File: src/design/dstq_pkg.sv
// ----------------------------------------------------------------------------
// dstq_pkg
// Shared types, codes and helper functions of the deadline-sorted timer queue.
// ----------------------------------------------------------------------------
package dstq_pkg;

  localparam int NUM_TIMERS_DEF = 16;
  localparam int TP_W           = 32;

  localparam logic [62:0] MAX63 = '1;

  // operation codes
  localparam logic [1:0] OP_START = 2'd0;
  localparam logic [1:0] OP_STOP  = 2'd1;
  localparam logic [1:0] OP_INT   = 2'd2;
  localparam logic [1:0] OP_RSVD  = 2'd3;

  // event-timer device commands
  localparam logic [1:0] DEV_NONE     = 2'd0;
  localparam logic [1:0] DEV_PERIODIC = 2'd1;
  localparam logic [1:0] DEV_ONESHOT  = 2'd2;
  localparam logic [1:0] DEV_STOP     = 2'd3;

  // configuration register indexes
  localparam logic REG_BOOT_CPU    = 1'b0;
  localparam logic REG_TICK_PERIOD = 1'b1;

  typedef struct packed {
    logic [1:0]  op;
    logic [3:0]  timer_id;
    logic [47:0] duration;
    logic        periodic;
    logic        every_tick;
    logic [62:0] now;
  } request_t;

  typedef struct packed {
    logic        result_kind;
    logic [3:0]  fired_timer;
    logic [62:0] remaining;
    logic [1:0]  device_command;
    logic [62:0] device_delay;
    logic        last;
  } result_t;

  typedef enum logic [1:0] {
    JOB_START,
    JOB_STOP,
    JOB_INT,
    JOB_BAD
  } job_kind_t;

  typedef struct packed {
    job_kind_t   kind;
    logic [3:0]  timer_id;
    logic [47:0] duration;
    logic        periodic;
    logic        every_tick;
    logic [62:0] now;
  } job_t;

  typedef struct packed {
    logic per;
    logic tick;
    logic act;
  } mode_t;

  typedef enum logic [4:0] {
    S_IDLE,
    S_DISPATCH,
    S_RM_SCAN,
    S_ST_RD,
    S_ST_CMP,
    S_WRITE,
    S_INS_RD,
    S_INS_CMP,
    S_INS_PUT,
    S_RP_RD,
    S_RP_CMP,
    S_TICK_EMIT,
    S_DUE_RD,
    S_DUE_CMP,
    S_RQ_NEXT,
    S_RQ_CALC,
    S_FINAL
  } back_state_t;

  function automatic logic [63:0] sat_add(input logic [63:0] a, input logic [63:0] b);
    logic [64:0] s;
    s = {1'b0, a} + {1'b0, b};
    return s[64] ? '1 : s[63:0];
  endfunction

  // time from now to a deadline, floored at zero and clipped to 63 bits
  function automatic logic [62:0] time_left(input logic [63:0] dl, input logic [62:0] now);
    logic [63:0] d;
    d = dl - {1'b0, now};
    if (dl <= {1'b0, now}) return '0;
    return d[63] ? MAX63 : d[62:0];
  endfunction

endpackage

File: src/design/dstq_ram.sv
// ----------------------------------------------------------------------------
// dstq_ram
// Generic single-write, single-read RAM with registered read data.
// ----------------------------------------------------------------------------
module dstq_ram #(
  parameter int WIDTH = 8,
  parameter int DEPTH = 16
) (
  input  logic                     clk,
  input  logic                     we,
  input  logic [$clog2(DEPTH)-1:0] waddr,
  input  logic [WIDTH-1:0]         wdata,
  input  logic [$clog2(DEPTH)-1:0] raddr,
  output logic [WIDTH-1:0]         rdata
);

  logic [WIDTH-1:0] mem [DEPTH];

  always_ff @(posedge clk) begin
    if (we) begin
      mem[waddr] <= wdata;
    end
    rdata <= mem[raddr];
  end

endmodule

File: src/design/dstq_front.sv
// ----------------------------------------------------------------------------
// dstq_front
// Accepts items, classifies them and holds them in a two-entry job queue.
// ----------------------------------------------------------------------------
module dstq_front import dstq_pkg::*; #(
  parameter int NUM_TIMERS = NUM_TIMERS_DEF
) (
  input  logic     clk,
  input  logic     rst,
  input  logic     start,
  input  request_t request,
  output logic     busy,
  output logic     job_valid,
  output job_t     job,
  input  logic     job_pop
);

  job_t       fifo [2];
  logic       wptr;
  logic       rptr;
  logic [1:0] count;
  logic       push;
  job_t       job_in;

  assign busy = (count == 2'd2);
  assign push = start && !busy;

  always_comb begin
    job_in.timer_id   = request.timer_id;
    job_in.duration   = request.duration;
    job_in.periodic   = request.periodic;
    job_in.every_tick = request.every_tick;
    job_in.now        = request.now;
    case (request.op)
      OP_START: job_in.kind = JOB_START;
      OP_STOP:  job_in.kind = JOB_STOP;
      OP_INT:   job_in.kind = JOB_INT;
      default:  job_in.kind = JOB_BAD;
    endcase
    if (request.op != OP_INT && int'(request.timer_id) >= NUM_TIMERS) begin
      job_in.kind = JOB_BAD;
    end
  end

  always_ff @(posedge clk) begin
    if (push) begin
      fifo[wptr] <= job_in;
    end
  end

  always_ff @(posedge clk) begin
    if (rst) begin
      wptr  <= 1'b0;
      rptr  <= 1'b0;
      count <= 2'd0;
    end else begin
      if (push) wptr <= !wptr;
      if (job_pop) rptr <= !rptr;
      count <= count + {1'b0, push} - {1'b0, job_pop};
    end
  end

  assign job_valid = (count != 2'd0);
  assign job       = fifo[rptr];

endmodule

File: src/design/dstq_back.sv
// ----------------------------------------------------------------------------
// dstq_back
// Sequencer that runs start, stop and interrupt jobs on the timer stores; other jobs only complete.
// ----------------------------------------------------------------------------
module dstq_back import dstq_pkg::*; #(
  parameter int NUM_TIMERS = NUM_TIMERS_DEF
) (
  input  logic            clk,
  input  logic            rst,
  input  logic            job_valid,
  input  job_t            job,
  output logic            job_pop,
  input  logic            boot_cpu,
  input  logic [TP_W-1:0] tick_ns,
  output result_t         result,
  output logic            result_strobe
);

  localparam int IW = $clog2(NUM_TIMERS);
  localparam int CW = $clog2(NUM_TIMERS + 1);
  localparam logic [CW-1:0] FULL = CW'(NUM_TIMERS);
  localparam logic [CW-1:0] ONE  = CW'(1);

  back_state_t state, state_next;
  job_t        cur;
  logic [IW-1:0] idx;
  logic [CW-1:0] i;
  logic          rm_tick;
  logic          any_fired;
  logic [63:0]   dl_new;
  logic [IW-1:0] ins_id;
  logic [1:0]    cmd_r;
  logic [62:0]   delay_r;
  logic [62:0]   rem_r;
  logic [IW-1:0] qorder [NUM_TIMERS];
  logic [IW-1:0] torder [NUM_TIMERS];
  logic [IW-1:0] due    [NUM_TIMERS];
  logic [CW-1:0] qcount;
  logic [CW-1:0] tcount;
  logic [CW-1:0] dcount;
  mode_t         mode   [NUM_TIMERS];
  logic          dl_seen [NUM_TIMERS];
  logic          rd_seen;

  result_t result_next;
  logic    strobe_next;

  // store ports
  logic          dl_we;
  logic [IW-1:0] dl_waddr;
  logic [63:0]   dl_wdata;
  logic [IW-1:0] dl_raddr;
  logic [63:0]   dl_rdata;
  logic          per_we;
  logic [47:0]   per_rdata;

  // helpers
  mode_t         cur_mode;
  logic [CW-1:0] list_cnt;
  logic [IW-1:0] list_ent;
  logic          rm_hit;
  logic          rm_end;
  logic [63:0]   dl_rd;
  logic [63:0]   now64;
  logic [63:0]   dur_eff;
  logic [63:0]   dl_start;
  logic [63:0]   dl_rq;
  logic [CW-1:0] tcount_inc;
  logic          is_due;

  assign cur_mode   = mode[idx];
  assign list_cnt   = rm_tick ? tcount : qcount;
  assign list_ent   = rm_tick ? torder[i[IW-1:0]] : qorder[i[IW-1:0]];
  assign rm_end     = (i >= list_cnt);
  assign rm_hit     = !rm_end && (list_ent == idx);
  assign dl_rd      = rd_seen ? dl_rdata : '0;
  assign now64      = {1'b0, cur.now};
  assign dur_eff    = cur.every_tick ? 64'(tick_ns) : 64'(cur.duration);
  assign dl_start   = sat_add(now64, dur_eff);
  assign dl_rq      = sat_add(now64, 64'(per_rdata));
  assign tcount_inc = (tcount < FULL) ? tcount + ONE : tcount;
  assign is_due     = (dl_rd <= now64);
  assign job_pop    = (state == S_IDLE) && job_valid;

  always_comb begin
    case (state)
      S_ST_RD:  dl_raddr = idx;
      S_INS_RD: dl_raddr = qorder[i[IW-1:0]];
      default:  dl_raddr = qorder[0];
    endcase
    dl_we    = (state == S_WRITE && !cur.every_tick) || (state == S_WRITE) ||
               (state == S_RQ_CALC);
    dl_waddr = (state == S_RQ_CALC) ? due[0] : idx;
    dl_wdata = (state == S_RQ_CALC) ? dl_rq : dl_start;
    per_we   = (state == S_WRITE);
  end

  dstq_ram #(.WIDTH(64), .DEPTH(NUM_TIMERS)) u_deadline (
    .clk  (clk),
    .we   (dl_we),
    .waddr(dl_waddr),
    .wdata(dl_wdata),
    .raddr(dl_raddr),
    .rdata(dl_rdata)
  );

  dstq_ram #(.WIDTH(48), .DEPTH(NUM_TIMERS)) u_period (
    .clk  (clk),
    .we   (per_we),
    .waddr(idx),
    .wdata(dur_eff[47:0]),
    .raddr(due[0]),
    .rdata(per_rdata)
  );

  // next state
  always_comb begin
    state_next = state;
    case (state)
      S_IDLE: begin
        if (job_valid) state_next = S_DISPATCH;
      end
      S_DISPATCH: begin
        case (cur.kind)
          JOB_START: state_next = cur_mode.act ? S_RM_SCAN : S_WRITE;
          JOB_STOP:  state_next = S_ST_RD;
          JOB_INT:   state_next = (tcount != '0) ? S_TICK_EMIT : S_DUE_RD;
          default:   state_next = S_FINAL;
        endcase
      end
      S_RM_SCAN: begin
        if (rm_hit || rm_end) begin
          if (cur.kind == JOB_START) begin
            state_next = S_WRITE;
          end else if (rm_tick || (rm_hit && i == '0)) begin
            state_next = S_RP_RD;
          end else begin
            state_next = S_FINAL;
          end
        end
      end
      S_ST_RD:  state_next = S_ST_CMP;
      S_ST_CMP: state_next = cur_mode.act ? S_RM_SCAN : S_FINAL;
      S_WRITE: begin
        if (cur.every_tick) state_next = S_FINAL;
        else if (qcount >= FULL) state_next = S_RP_RD;
        else state_next = S_INS_RD;
      end
      S_INS_RD:  state_next = (i >= qcount) ? S_INS_PUT : S_INS_CMP;
      S_INS_CMP: state_next = (dl_rd < dl_new) ? S_INS_RD : S_INS_PUT;
      S_INS_PUT: state_next = (cur.kind == JOB_START) ? S_RP_RD : S_RQ_NEXT;
      S_RP_RD: begin
        if (boot_cpu || tcount != '0 || qcount == '0) state_next = S_FINAL;
        else state_next = S_RP_CMP;
      end
      S_RP_CMP: state_next = S_FINAL;
      S_TICK_EMIT: begin
        if (i == tcount - ONE) state_next = S_DUE_RD;
      end
      S_DUE_RD:  state_next = (qcount == '0) ? S_RQ_NEXT : S_DUE_CMP;
      S_DUE_CMP: state_next = is_due ? S_DUE_RD : S_RQ_NEXT;
      S_RQ_NEXT: begin
        if (dcount == '0) state_next = any_fired ? S_RP_RD : S_FINAL;
        else if (mode[due[0]].per) state_next = S_RQ_CALC;
      end
      S_RQ_CALC: state_next = (qcount >= FULL) ? S_RQ_NEXT : S_INS_RD;
      S_FINAL:   state_next = S_IDLE;
      default:   state_next = S_IDLE;
    endcase
  end

  // result outputs
  always_comb begin
    result_next = '0;
    strobe_next = 1'b0;
    case (state)
      S_TICK_EMIT: begin
        strobe_next             = 1'b1;
        result_next.fired_timer = 4'(torder[i[IW-1:0]]);
      end
      S_DUE_CMP: begin
        strobe_next             = is_due;
        result_next.fired_timer = 4'(qorder[0]);
      end
      S_FINAL: begin
        strobe_next                = 1'b1;
        result_next.result_kind    = 1'b1;
        result_next.remaining      = rem_r;
        result_next.device_command = cmd_r;
        result_next.device_delay   = delay_r;
        result_next.last           = 1'b1;
      end
      default: begin
        strobe_next = 1'b0;
      end
    endcase
  end

  always_ff @(posedge clk) begin
    result  <= result_next;
    rd_seen <= dl_seen[dl_raddr];
    case (state)
      S_IDLE: begin
        if (job_valid) begin
          cur     <= job;
          idx     <= IW'(job.timer_id);
          i       <= '0;
          cmd_r   <= DEV_NONE;
          delay_r <= '0;
          rem_r   <= '0;
        end
      end
      S_DISPATCH: begin
        rm_tick <= cur_mode.tick;
        i       <= '0;
      end
      S_RM_SCAN: begin
        if (!rm_hit && !rm_end) i <= i + ONE;
        if (rm_hit) begin
          for (int j = 0; j < NUM_TIMERS; j++) begin
            if (CW'(j) >= i && CW'(j) + ONE < list_cnt) begin
              if (rm_tick) torder[j] <= torder[(j + 1 < NUM_TIMERS) ? j + 1 : j];
              else         qorder[j] <= qorder[(j + 1 < NUM_TIMERS) ? j + 1 : j];
            end
          end
        end
      end
      S_ST_CMP: begin
        rem_r   <= time_left(dl_rd, cur.now);
        rm_tick <= cur_mode.tick;
        i       <= '0;
      end
      S_WRITE: begin
        if (cur.every_tick) begin
          if (tcount < FULL) torder[tcount[IW-1:0]] <= idx;
          cmd_r <= (!boot_cpu && tcount_inc == ONE) ? DEV_PERIODIC : DEV_NONE;
        end else begin
          dl_new <= dl_start;
          ins_id <= idx;
          i      <= '0;
        end
      end
      S_INS_CMP: begin
        if (dl_rd < dl_new) i <= i + ONE;
      end
      S_INS_PUT: begin
        for (int j = 0; j < NUM_TIMERS; j++) begin
          if (CW'(j) == i) begin
            qorder[j] <= ins_id;
          end else if (CW'(j) > i && CW'(j) <= qcount) begin
            qorder[j] <= qorder[(j > 0) ? j - 1 : j];
          end
        end
      end
      S_RP_RD: begin
        if (boot_cpu || tcount != '0) cmd_r <= DEV_NONE;
        else if (qcount == '0) cmd_r <= DEV_STOP;
      end
      S_RP_CMP: begin
        cmd_r   <= DEV_ONESHOT;
        delay_r <= time_left(dl_rd, cur.now);
      end
      S_TICK_EMIT: begin
        i <= i + ONE;
      end
      S_DUE_CMP: begin
        if (is_due) begin
          due[dcount[IW-1:0]] <= qorder[0];
          for (int j = 0; j + 1 < NUM_TIMERS; j++) begin
            qorder[j] <= qorder[j + 1];
          end
        end
      end
      S_RQ_NEXT: begin
        if (dcount != '0 && !mode[due[0]].per) begin
          for (int j = 0; j + 1 < NUM_TIMERS; j++) begin
            due[j] <= due[j + 1];
          end
        end
      end
      S_RQ_CALC: begin
        dl_new <= dl_rq;
        ins_id <= due[0];
        i      <= '0;
        for (int j = 0; j + 1 < NUM_TIMERS; j++) begin
          due[j] <= due[j + 1];
        end
      end
      default: begin
        i <= i;
      end
    endcase
  end

  // control state: state, counts, mode bits, written marks, fired flag, strobe
  always_ff @(posedge clk) begin
    if (rst) begin
      state         <= S_IDLE;
      qcount        <= '0;
      tcount        <= '0;
      dcount        <= '0;
      any_fired     <= 1'b0;
      result_strobe <= 1'b0;
      for (int j = 0; j < NUM_TIMERS; j++) begin
        mode[j]    <= '0;
        dl_seen[j] <= 1'b0;
      end
    end else begin
      state         <= state_next;
      result_strobe <= strobe_next;
      case (state)
        S_IDLE: begin
          if (job_valid) begin
            dcount    <= '0;
            any_fired <= 1'b0;
          end
        end
        S_RM_SCAN: begin
          if (rm_hit) begin
            if (rm_tick) tcount <= tcount - ONE;
            else         qcount <= qcount - ONE;
          end
        end
        S_ST_CMP: begin
          if (cur_mode.act) mode[idx].act <= 1'b0;
        end
        S_WRITE: begin
          mode[idx]    <= '{per: cur.periodic | cur.every_tick, tick: cur.every_tick,
                            act: 1'b1};
          dl_seen[idx] <= 1'b1;
          if (cur.every_tick) tcount <= tcount_inc;
        end
        S_INS_PUT: begin
          qcount <= qcount + ONE;
        end
        S_DUE_CMP: begin
          if (is_due) begin
            qcount    <= qcount - ONE;
            dcount    <= dcount + ONE;
            any_fired <= 1'b1;
          end
        end
        S_RQ_NEXT: begin
          if (dcount != '0 && !mode[due[0]].per) begin
            mode[due[0]].act <= 1'b0;
            dcount           <= dcount - ONE;
          end
        end
        S_RQ_CALC: begin
          dcount <= dcount - ONE;
        end
        default: begin
          qcount <= qcount;
        end
      endcase
    end
  end

`ifndef SYNTHESIS
  a_counts_bounded: assert property (@(posedge clk) disable iff (rst)
    qcount <= FULL && tcount <= FULL && dcount <= FULL)
    else $error("timer list count above capacity");

  a_last_is_final: assert property (@(posedge clk) disable iff (rst)
    result_strobe && result.last |-> result.result_kind)
    else $error("last result is not a completion");

  a_fire_clean: assert property (@(posedge clk) disable iff (rst)
    result_strobe && !result.result_kind |->
      result.device_command == DEV_NONE && !result.last && result.remaining == '0)
    else $error("fire result carries completion fields");

  a_pop_dispatch: assert property (@(posedge clk) disable iff (rst)
    job_pop |=> state == S_DISPATCH)
    else $error("popped job not dispatched");
`endif

endmodule

File: src/design/deadline_sorted_timer_queue_top.sv
// ----------------------------------------------------------------------------
// deadline_sorted_timer_queue_top
// Numbered software timers kept in a deadline-sorted queue plus a tick list.
// ----------------------------------------------------------------------------
// An item is taken when start is high and busy is low; busy rises only while
// the two-entry job queue is full. Each item yields one or more results, each
// shown for exactly one cycle with result_strobe high; the receiver cannot
// stall, so it must take every result on the cycle it appears. The last
// result of an item is the completion (result_kind 1, last 1) carrying the
// event-timer device command. Cost per item is set by the sequencer walking
// the queue through the deadline RAM (registered read), a read state and a
// compare state per entry. The completion is registered onto the ports. The
// cost of a start grows with the queued timers ahead of it and with the list
// entries scanned before a restarted timer; that of a stop of an active timer
// with the entries scanned before it; that of an interrupt with the tick-list
// timers, the fired timers and the queue walked for each re-queued one.
// Configuration writes are always ready and should only be issued while the
// block is idle.
// ----------------------------------------------------------------------------
module deadline_sorted_timer_queue_top import dstq_pkg::*; #(
  parameter int NUM_TIMERS = NUM_TIMERS_DEF
) (
  input  logic            clk,
  input  logic            rst,
  // item channel
  input  logic            start,
  output logic            busy,
  input  request_t        request,
  // result channel
  output logic            result_strobe,
  output result_t         result,
  // configuration channel
  input  logic            cfg_valid,
  output logic            cfg_ready,
  input  logic            cfg_index,
  input  logic [TP_W-1:0] cfg_data
);

  logic            boot_cpu;
  logic [TP_W-1:0] tick_ns;
  logic            job_valid;
  logic            job_pop;
  job_t            job;

  assign cfg_ready = 1'b1;

  // configuration registers
  always_ff @(posedge clk) begin
    if (rst) begin
      boot_cpu <= 1'b0;
      tick_ns  <= TP_W'(1000000);
    end else if (cfg_valid && cfg_ready) begin
      case (cfg_index)
        REG_BOOT_CPU:    boot_cpu <= cfg_data[0];
        REG_TICK_PERIOD: tick_ns  <= cfg_data;
        default:         boot_cpu <= boot_cpu;
      endcase
    end
  end

  // front: accept, classify, queue jobs
  dstq_front #(.NUM_TIMERS(NUM_TIMERS)) u_front (
    .clk      (clk),
    .rst      (rst),
    .start    (start),
    .request  (request),
    .busy     (busy),
    .job_valid(job_valid),
    .job      (job),
    .job_pop  (job_pop)
  );

  // back: run jobs on the timer stores
  dstq_back #(.NUM_TIMERS(NUM_TIMERS)) u_back (
    .clk          (clk),
    .rst          (rst),
    .job_valid    (job_valid),
    .job          (job),
    .job_pop      (job_pop),
    .boot_cpu     (boot_cpu),
    .tick_ns      (tick_ns),
    .result       (result),
    .result_strobe(result_strobe)
  );

endmodule

File: config.mk
export PLATFORM = sky130hd
export DESIGN_NAME = deadline_sorted_timer_queue_top
export DESIGN_NICKNAME = d
export VERILOG_FILES = /design/src/design/dstq_pkg.sv /design/src/design/dstq_ram.sv /design/src/design/dstq_front.sv /design/src/design/dstq_back.sv /design/src/design/deadline_sorted_timer_queue_top.sv
export SDC_FILE = /design/constraint.sdc
export NUM_CORES = 2
export LEC_CHECK = 0
export ABC_AREA = 0
export BUFFER_PORTS_ARGS = -buffer_cell sky130_fd_sc_hd__buf_2
export CORE_MARGIN = 2
export CORE_UTILIZATION = 35
export DETAILED_ROUTE_END_ITERATION = 7
export GPL_TIMING_DRIVEN = 0
export PLACE_DENSITY = 0.54
export SKIP_LAST_GASP = 1
export SYNTH_ARGS = -nofsm -noshare
export SYNTH_HDL_FRONTEND = slang
export SYNTH_SLANG_ARGS = --single-unit
File: constraint.sdc
create_clock -name clk -period 10.3 [get_ports clk]
set_clock_uncertainty 0.05 [all_clocks]
set_input_delay 1.03 -clock clk [delete_from_list [all_inputs] [get_ports clk]]
set_output_delay 1.03 -clock clk [all_outputs]
set_load 0.02 [all_outputs]
==> results.tsv <==
stage	metric	value	unit
worst_setup_path	path_delay_family	buffers and inverters	
logic_synthesis	syn-instance-count	8778	
floorplanning	die_h	600	µm
placed_design	dp.cells	14000	
routing	drtAntennaViolNets	0	
worst_setup_path	criticalPathCategory	reg2reg	
routing	via_per_inst	5.45	
timing	timing.fmax	103	MHz
logic_synthesis	ys_ff_latch	2916	
routing	dr.pass1.iters	6	
final_layout	ff_latch_area	0.0843	mm²
clock_tree	cts_buffers	317	
timing	slew_viol_final	0	
routing	met2RoutedLength	191	mm
final_layout	utilization	0.413	
final_layout	fillCellCount	32300	
global_route	grt_pass1_vias	78200	
routing	met3_length	26.0	mm
floorplanning	dieArea	0.360	mm²
global_route	grt-ovfl-total	0	
timing	whs	0.235	ns
logic_synthesis	synth_cell_types	92	
logic_synthesis	synth_edf_count	2591	
worst_setup_path	endpoint_kind	flop	
worst_setup_path	regToRegEndpoint	u_back.u_deadline.mem[4][61]	
worst_setup_path	critPathMaxStageDelay	1.10	ns
clock_tree	insertion_delay	0.94	ns
timing	fin_tns_setup	0	ns
logic_synthesis	async_flop_share	0	
job	drv_cap	0	
clock_tree	clock_path_buffers	4	
timing	tightestPinTransition	1.46	ns
clock_tree	clkTransAtPathRegs	0.06	ns
floorplanning	start_util	0.352	
floorplanning	core_area	0.353	mm²
placed_design	place.gp.congestion	0.958	
clock_tree	cts.sinks	2916	
clock_tree	ctsHoldBuffers	0	
final_layout	multi_input_area	0.0380	mm²
logic_synthesis	yosysWarnings	0	
routing	dr.max_layer_used	met5	
logic_synthesis	synth_ff_type	edfxtp_1	
worst_setup_path	start_kind	flop	
pwr	power.density	294	mW/mm²
placed_design	port_buffers	289	
logic_synthesis	synth.avg_cell_area	14.2	µm²
timing	finalCriticalPeriod	9.70	ns
worst_setup_path	path_max_fanout	17	
clock_tree	root_buffer	clkbuf_16	
global_route	grt_pass1_wl	577	mm
global_route	grt_max_degree	38	
pwr	vdd_drop_max	0.339	mV
routing	drt-met1-wl	175	mm
timing	post-route-period-util	0.942	
worst_setup_path	worst_ep_required_time	10.81	ns
worst_setup_path	r2r_start	u_back.cur[63]	
logic_synthesis	syn-num-nets	9185	
worst_setup_path	cp_cell_sequence	clkbuf_1 > clkbuf_1 > clkdlybuf4s15_1 > mux2i_1 > inv_1 > ha_1 > a211oi_1 > o211ai_1 > a41oi_1 > a2111oi_1 > o21bai_1 > and2_1 > clkbuf_1 > o31ai_2 > o31ai_2 > nor4_1 > xnor2_2	
timing	max_slew_margin	0.0233	
worst_setup_path	slowest_stage	clkdlybuf4s15_1	
timing	final-hold-violation-count	0	
pwr	p_leak	50.3	nW
final_layout	fin_nets	9953	
global_route	grt_usage	0.224	
worst_setup_path	rr_worst_depth	17	
routing	drt_iter0_drc	8883	
clock_tree	htreeDepth	5	
logic_synthesis	synth.yosys.seq_area_share	0.678	
routing	routedWlPerCell	28.1	µm
routing	wl	410	mm
min_path	min_path_type	in2reg	
min_path	hp-start	request[13]	
routing	via_count	79400	
floorplanning	ios	293	
worst_setup_path	cp_common_cell	clkbuf_1	
worst_setup_path	r2r_setup_slack	0.60	ns
routing	drc	0	
floorplanning	rows	218	
worst_setup_path	critPathBufInv	5	
clock_tree	cts_tree	built	
pwr	power	42.8	mW
floorplanning	die_w	600	µm
final_layout	drive_gt1_frac	0.169	
timing	setup-violations-final	0	
min_path	hold-path-cell-count	1	
timing	rsz0062_at_grt	no	
min_path	min_to	u_front.fifo[1][13]	
final_layout	layout-area-overhead-vs-synth	17.2	%
placed_design	dp_hpwl	305	mm
status	status	completed	
worst_setup_path	worst_ep_arrival_time	10.21	ns
global_route	antenna_found_initial	49	
final_layout	stdcell_count	14600	
logic_synthesis	syn_area	0.124	mm²
[metal layers]
layer,vias up,GRT usage
met2,3100,0.358
li1,35100,-
met1,40600,0.306
met3,648,0.0301
met4,10,0.0915
met5,-,0
[report_power, final]
group / switching (mW) / total [mW] / internal (mW)
Clock: 4.81 / 11.4 / 6.63
Combinational: 10.1 / 14.1 / 3.94
Sequential: 0.612 / 17.3 / 16.7
[cell families (layout without fill, tap and decap cells)]
group	after synthesis	count (layout)	share of synthesized area
other cells	1	39	0.0000301
simple gates	2309	2309	0.0879
mux	629	629	0.0790
buf+inv	712	1749	0.0221
fa+ha+maj	251	251	0.0255
flops	2916	2916	0.678
xor+xnor	187	187	0.0133
compound gates	1773	1773	0.0943
[how the worst max path moves through the flow]
stage | startpoint | endpoint | slack (ns) | depth (start not counted)
4_1_cts | u_back.cur[63] | u_back.u_deadline.mem[3][59] | 0.004 | 17
6_report | u_back.cur[63] | u_back.u_deadline.mem[4][61] | 0.60 | 17
3_5_place_dp | u_back.cur[63] | u_back.u_deadline.mem[5][59] | 0.02 | 17
2_1_floorplan | u_back.state[2] | u_front.count[1] | 2.60 | 10
3_3_place_gp | u_back.state[2] | u_back.dcount[3] | -2.61 | 7
5_1_grt | u_back.cur[63] | u_back.u_deadline.mem[1][57] | 0.44 | 17
[cells in the mapped netlist (15+ instances only)]
cell | count | share of area
a21o_1 | 152 | 0.0092
nand4_1 | 69 | 0.0035
and3_1 | 30 | 0.0015
or3_1 | 25 | 0.0013
nand2_1 | 870 | 0.026
xor2_1 | 70 | 0.0049
mux2i_1 | 102 | 0.0082
nor4_1 | 22 | 0.0011
o31ai_1 | 18 | 0.0011
a22oi_1 | 35 | 0.0021
ha_1 | 247 | 0.025
or2_2 | 15 | 0.00075
a311oi_1 | 134 | 0.0094
o21bai_1 | 48 | 0.0029
buf_2 | 39 | 0.0016
inv_1 | 198 | 0.0060
o21ai_0 | 218 | 0.0088
clkbuf_1 | 427 | 0.013
dfxtp_1 | 325 | 0.052
nor2b_1 | 53 | 0.0027
xnor2_1 | 115 | 0.0081
a31oi_1 | 164 | 0.0082
and2_1 | 473 | 0.024
o211ai_1 | 27 | 0.0016
o21a_1 | 21 | 0.0013
nand2b_1 | 41 | 0.0021
mux2_2 | 272 | 0.025
nor2_1 | 504 | 0.015
buf_1 | 39 | 0.0012
nor3_1 | 56 | 0.0023
mux4_2 | 255 | 0.046
nand3_1 | 86 | 0.0035
a21oi_1 | 463 | 0.019
a211oi_1 | 348 | 0.021
edfxtp_1 | 2591 | 0.63
[area by class of cell]
cell class | instances | share of cell area
clock inverter | 139 | 0.00947
timing repair buffer | 449 | 0.0289
clock buffer | 449 | 0.0626
inverter | 200 | 0.00515
antenna | 38 | 0.000652
sequential | 2916 | 0.578
buffer | 512 | 0.0139
multi-input combinational | 5150 | 0.260
tap | 4730 | 0.0406
[stage by stage]
step           setup WS [ns]  area, µm²
3_3_place_gp           -2.61     132000
2_1_floorplan           2.60     124000
4_1_cts              0.00364     146000
5_1_grt                0.443     146000
6_report               0.596     146000
3_5_place_dp          0.0239     135000
[cells in the final DEF (no fill, tap or decap), types with 195 or more instances in the layout]
cell type  synthesis  layout
edfxtp_1        2591    2591
nand2_1          870     870
clkbuf_1         427     495
nor2_1           504     473
and2_1           473     473
a21oi_1          463     441
a211oi_1         348     348
clkbuf_16          0     332
buf_2             39     329
dfxtp_1          325     325
mux2_2           272     272
mux4_2           255     255
ha_1             247     247
inv_1            198     198
o21ai_0          218     195
[state kept, by name, indices dropped and copies added (netlist names), 16 cells and up, named ones only]
register,count
u_back.u_period.mem,768
u_back.qorder,64
u_back.cur,115
u_back.dl_new,64
u_back.u_period.rdata,48
u_back.dl_seen,16
u_back.rem_r,63
u_back.torder,64
u_back.u_deadline.mem,1024
u_front.fifo,238
u_back.result,133
u_back.delay_r,63
u_back.due,64
tick_ns,32
u_back.u_deadline.rdata,64
u_back.mode,48
[worst reg2reg max path, cell delays in order, from the launching register on]
cell             delay [ns]
edfxtp_1               0.32
clkbuf_1               0.95
clkbuf_1               0.74
clkdlybuf4s15_1        1.10
mux2i_1                0.88
inv_1                  0.55
ha_1                   0.47
a211oi_1               0.12
o211ai_1               0.27
a41oi_1                0.33
a2111oi_1              0.65
o21bai_1               0.25
and2_1                 0.22
clkbuf_1               0.27
o31ai_2                0.84
o31ai_2                0.44
nor4_1                 0.47
xnor2_2                0.40
[what timing repair did]
item	in CTS	in global routing
setup endpoints to repair	17	51
setup buffers	0	0
gates resized for setup	1	1
Note: power is estimated with default switching activity, not from simulation.
